**src/sv/tgbc_pkg.sv**
```systemverilog
// Package with shared types and constants of the tile grid box collision block.
`default_nettype none
package tgbc_pkg;
    localparam int MAX_COLUMNS = 64;
    localparam int MAX_ROWS    = 64;
    localparam int STORE_SIZE  = MAX_COLUMNS * MAX_ROWS;
    localparam int IDX_W       = 12;
    localparam int WORD_W      = 64;
    localparam int BIT_W       = 6;
    localparam int WADDR_W     = IDX_W - BIT_W;
    localparam int NWORDS      = STORE_SIZE / WORD_W;
    localparam int CNT_W       = 7;
    localparam int POS_W       = 6;
    localparam int ACC_W       = 40;
    localparam int DIFF_W      = 33;

    localparam logic MODE_WRITE = 1'b0;
    localparam logic MODE_QUERY = 1'b1;

    localparam logic [2:0] CFG_MIN_X   = 3'd0;
    localparam logic [2:0] CFG_MIN_Y   = 3'd1;
    localparam logic [2:0] CFG_MAX_X   = 3'd2;
    localparam logic [2:0] CFG_MAX_Y   = 3'd3;
    localparam logic [2:0] CFG_COLUMNS = 3'd4;
    localparam logic [2:0] CFG_ROWS    = 3'd5;
    localparam logic [2:0] CFG_ENABLE  = 3'd6;

    typedef struct packed {
        logic              mode;
        logic [IDX_W-1:0]  tile_index;
        logic              tile_solid;
        logic signed [31:0] min_x;
        logic signed [31:0] min_y;
        logic signed [31:0] max_x;
        logic signed [31:0] max_y;
    } t_item;

    typedef struct packed {
        logic signed [31:0] min_x;
        logic signed [31:0] min_y;
        logic signed [31:0] max_x;
        logic signed [31:0] max_y;
        logic [CNT_W-1:0]   cols;
        logic [CNT_W-1:0]   rows;
        logic               enabled;
    } t_cfg;

    typedef struct packed {
        logic clearing;
    } t_back_status;

    typedef enum logic [5:0] {
        S_CLEAR = 6'b000001,
        S_IDLE  = 6'b000010,
        S_DIV   = 6'b000100,
        S_XMASK = 6'b001000,
        S_ROWS  = 6'b010000,
        S_LAST  = 6'b100000
    } t_state;
endpackage
`default_nettype wire

```
**src/sv/tgbc_front.sv**
```systemverilog
// Front end: accepts transactions and holds them in a two-entry queue.
`default_nettype none
module tgbc_front (
    input  wire logic                   i_clk,
    input  wire logic                   i_rst_n,
    input  wire logic                   i_start,
    input  wire tgbc_pkg::t_item        i_item,
    input  wire tgbc_pkg::t_back_status i_status,
    input  wire logic                   i_pop,
    output logic                        o_busy,
    output logic                        o_valid,
    output tgbc_pkg::t_item             o_item
);
    import tgbc_pkg::*;

    t_item      r_q [2];
    logic       r_wp;
    logic       r_rp;
    logic [1:0] r_cnt;
    logic       push;
    logic       pop;

    assign o_busy  = (r_cnt == 2'd2) || i_status.clearing;
    assign push    = i_start && !o_busy;
    assign o_valid = r_cnt != 2'd0;
    assign pop     = i_pop && o_valid;
    assign o_item  = r_q[r_rp];

    always_ff @(posedge i_clk) begin
        if (push) begin
            r_q[r_wp] <= i_item;
        end
    end

    always_ff @(posedge i_clk) begin
        if (!i_rst_n) begin
            r_wp  <= 1'b0;
            r_rp  <= 1'b0;
            r_cnt <= '0;
        end else begin
            if (push) begin
                r_wp <= ~r_wp;
            end
            if (pop) begin
                r_rp <= ~r_rp;
            end
            r_cnt <= r_cnt + {1'b0, push} - {1'b0, pop};
        end
    end
endmodule
`default_nettype wire

```
**config.mk**
```make
export PLATFORM = sky130hd
export DESIGN_NAME = tgbc_front
export DESIGN_NICKNAME = d
export VERILOG_FILES = /design/src/sv/tgbc_pkg.sv /design/src/sv/tgbc_front.sv
export SDC_FILE = /design/constraint.sdc
export NUM_CORES = 1
export LEC_CHECK = 0
export BUFFER_PORTS_ARGS = -buffer_cell sky130_fd_sc_hd__buf_2
export CAP_MARGIN = 40
export CORE_AREA = 2 2 139 175
export CTS_CLUSTER_DIAMETER = 30
export DETAILED_ROUTE_END_ITERATION = 6
export DIE_AREA = 0 0 141 177
export HOLD_SLACK_MARGIN = 0.03
export PLACE_DENSITY = 0.76
export SLEW_MARGIN = 0
export SYNTH_ARGS = -nofsm -noshare
export SYNTH_HDL_FRONTEND = slang
export SYNTH_SLANG_ARGS = --single-unit
```
**constraint.sdc**
```tcl
create_clock -name i_clk -period 8.85 [get_ports i_clk]
set_clock_uncertainty 0.1 [all_clocks]
set_input_delay 2.2125 -clock i_clk [delete_from_list [all_inputs] [get_ports i_clk]]
set_output_delay 2.2125 -clock i_clk [all_outputs]
set_load 0.02 [all_outputs]
```
After elaboration in Yosys (flattened, before gate mapping). Memories as Yosys holds them, arrays and structs flattened. A register that Yosys moved wholly into a read port is not among the register bits. Index checks and enable logic that the tools add are counted.

Register bits after elaboration: 4. Logic and storage cells: 18. RAM bits: 284. Memories: 1. Bits of input ports: 147.

$add $sub $neg: 2. Multiplexer cells: 4. Bitwise operators: 2. Eq/ne operators: 1. Reductions and logical operators: 5.

Memory list: r_q (depth 2, width 142, read ports 1, clocked after Yosys merged registers in 1, write ports 1, line tgbc_front.sv:16) `t_item r_q [2];`.

Operator list (count): $mux W1 (4); $add A2 B1 Y2 (1); $eq A2 B2 Y1 const B (1); $logic_and A1 B1 Y1 (2); $not A1 Y1 (2); $reduce_bool A2 Y1 (1); $sub A2 B1 Y2 (1); $logic_not A1 Y1 (1); $logic_or A1 B1 Y1 (1).

Logic depth before layout (Yosys ltp).
Depth after elaboration: 6. Mapped depth: 8.

Least setup slack after synthesis. No wires, ideal clock.

Kind: input to register. Start point: input port i_status. End point: memory r_q[0][0] (netlist name) (enable). Cell stages on the path: 2. Setup time: 646 ps. Data required time: 8104 ps. Slack: -253 ps. Data arrival time: 8357 ps. Path through: nand3b_1 -> nor2_1.

Word-level cells in the longest chain between the ends: 5.

RTL lines: start: declaration (line tgbc_front.sv:8) `input wire tgbc_pkg::t_back_status i_status,`; $logic_or A1 B1 Y1 (line tgbc_front.sv:23) `assign o_busy = (r_cnt == 2'd2) || i_status.clearing;`; $logic_not A1 Y1 (line tgbc_front.sv:24) `assign push = i_start && !o_busy;`; $logic_and A1 B1 Y1 (line tgbc_front.sv:24); $mux W1 (line tgbc_front.sv:30) `if (push) begin`; $mux W1 (not written as such) (line tgbc_front.sv:31) `r_q[r_wp] <= i_item;`; end: declaration (line tgbc_front.sv:16).

No other way between the ends.

==> out/results.ini <==
[clock_network]
root_buffer = clkbuf_16
cts.htree.levels = 2
cts_hold_buf = 0
clkTransAtPathRegs_ns = 0.05
clockBufferDepth = 3
post-cts-setup-buffers = 0
cts_made_buffers = 45
clock_latency_ns = 0.51
numClockSinks = 289
cts-resized-gates = 0
cts_tree = yes

[power_and_ir_drop]
p_leak_nw = 5.38
ir_drop_v = 0.000192
p_per_area_nw_per_um2 = 292

[grt]
overflow = 0
antenna_found_initial = 6
grt_util_all_layers_pct = 15.2
grt_first_pass_wirelength_um = 29300
grt_pass1_vias = 5694
grt_max_degree = 58

[setup_path]
crit_fanout = 37
cp_data_required_time_ns = 6.54
crit_slowest_cell = dfxtp_4
criticalPathCategory = flip-flop to output pin
endpoint_kind = output pin
cp_cell_sequence = buf_16 -> buf_4 -> mux2_2 -> buf_2
arrival_ns = 2.65
max_stage_delay_ns = 0.66
cp-start-kind = flip-flop

[place]
dpl.hpwl_um = 13100
dp.cells = 1043
gp_congestion = 0.707
placed_area_um2 = 12600
io_buffers = 290

[floorplan]
start_util_pct = 46.2
fp-row-count = 63
core_area_um2 = 23400
die_w_um = 141
die_h_um = 177
num_io_pins = 291
dieArea_um2 = 25000

[timing]
rsz0062_at_grt = no
relSlewSlack_pct = 48.9
tightest_slew_ns = 0.766
fin_crit_sh_pct = 56.0
setup_violations = 0
drv_slew = 0
finalHoldViolCount = 0
period_needed_ns = 4.96
fmax_mhz = 202

[min_path]
hold_path_class = flip-flop to flip-flop

[synth]
yosysWarnings = 0
avgSynthCellArea_um2 = 23.1
syn_area_um2 = 10800
yosysSeqAreaShare_pct = 79.8
ys_ff_latch = 289
syn_inst = 468
synth_cell_types = 18
synth_fp_nets = 617

[outcome]
outcome = completed

[final_layout]
layout.cells.non_filler = 1126
drive_above_1_share_pct = 61.7
final_common_cell = buf_2
areaGrowthSynthToFinish_pct = 29.7
fin_nets = 947
layout_common_cells = buf_2 (290), edfxtp_1 (284), mux2_4 (80), mux2_2 (62), clkbuf_16 (45)
design_area_um2 = 14000

[route]
viasPerCell = 4.86
firstDrtPassIters = 4
drc_errors = 0
wirelength_um = 19800
ant_nets = 0
post_drt_wl_per_cell_um = 17.6
via_count = 5472
drtIter0Drc = 259

[run]
cap_violations = 0

synthesized netlist by cell type:
cell type	count	share of area (%)
nand2_1	2	0.069
and2_1	2	0.12
mux2_2	62	6.5
nor2b_1	2	0.12
xnor2_1	3	0.24
inv_1	2	0.069
or2_2	1	0.058
buf_2	6	0.28
mux2_4	80	11
nand2b_1	2	0.12
o21a_1	1	0.069
nor2_1	2	0.069
mux2i_1	1	0.093
dfxtp_1	5	0.93
nand3b_1	1	0.069
edfxtp_1	284	79
ha_1	2	0.23
buf_6	10	1.0
critical path, delay by kind of cell, from the launching register on:
family / cells / cell delay (ns)
buf+inv: 3 / 1.03
flops: 1 / 0.66
mux: 1 / 0.40
layer usage:
layer | part of all wire, % | up-vias | GRT usage [%]
met5 | 0.19 | - | 0
met4 | 2.2 | 6 | 6.04
met3 | 8.3 | 43 | 5.93
met2 | 53 | 209 | 27.0
met1 | 37 | 2671 | 16.2
li1 | - | 2543 | -
path summary, 6_finish.rpt:
path,start,endpoint,slack [ns],cells after the start
worst max-delay path,flip-flop,o_item[0],3.89,4
worst min-delay path,r_wp,r_wp,0.42,2
worst max register to register,r_cnt[0],r_q[1][115],6.40,5
worst min register to register,r_wp,r_wp,0.42,2
power by group:
part,total (mW),switching [mW],internal (mW)
clock,1.60,0.574,1.02
sequential,1.66,0.0429,1.61
combinational,0.841,0.464,0.377
cells by family after synthesis:
| kind of cell | Yosys count | share of synthesized area (%) |
|---|---|---|
| and+or+nand+nor | 12 | 0.613 |
| xor gates and xnor gates | 3 | 0.243 |
| DFF | 289 | 79.8 |
| AOI/OAI and AO/OA | 1 | 0.0695 |
| adders and majority gates | 2 | 0.231 |
| muxes | 143 | 17.7 |
| buffers and inverters | 18 | 1.39 |
layout make-up:
type,count,area [um2]
timing repair buffer,299,1560
tap,292,365
clock inverter,26,241
inverter,2,7.51
fill,1726,9390
clock buffer,53,1160
sequential,289,8630
antenna,4,10.0
multi-input combinational,161,2050
registers in the layout, indices dropped and copies added (netlist names), named ones only:
register / flops
r_rp: 1
r_cnt: 2
r_wp: 1
r_q: 284
stage by stage:
stage / hold WS, ns / worst slack (ns) / TNS, ns / total power, mW / util [%]
final: 0.418 / 3.89 / 0 / 4.09 / 59.9
after global routing: 0.475 / 3.75 / 0 / 4.24 / 59.9
after CTS: 0.423 / 3.82 / 0 / 4.15 / 59.9
after detailed placement: 0.414 / 3.95 / 0 / 2.54 / 53.9
after global placement: 0.392 / 3.94 / 0 / 2.52 / 53.6
after floorplan: 0.351 / -0.253 / -71.76 / 2.31 / -
Note: power is estimated with default switching activity, not from simulation.
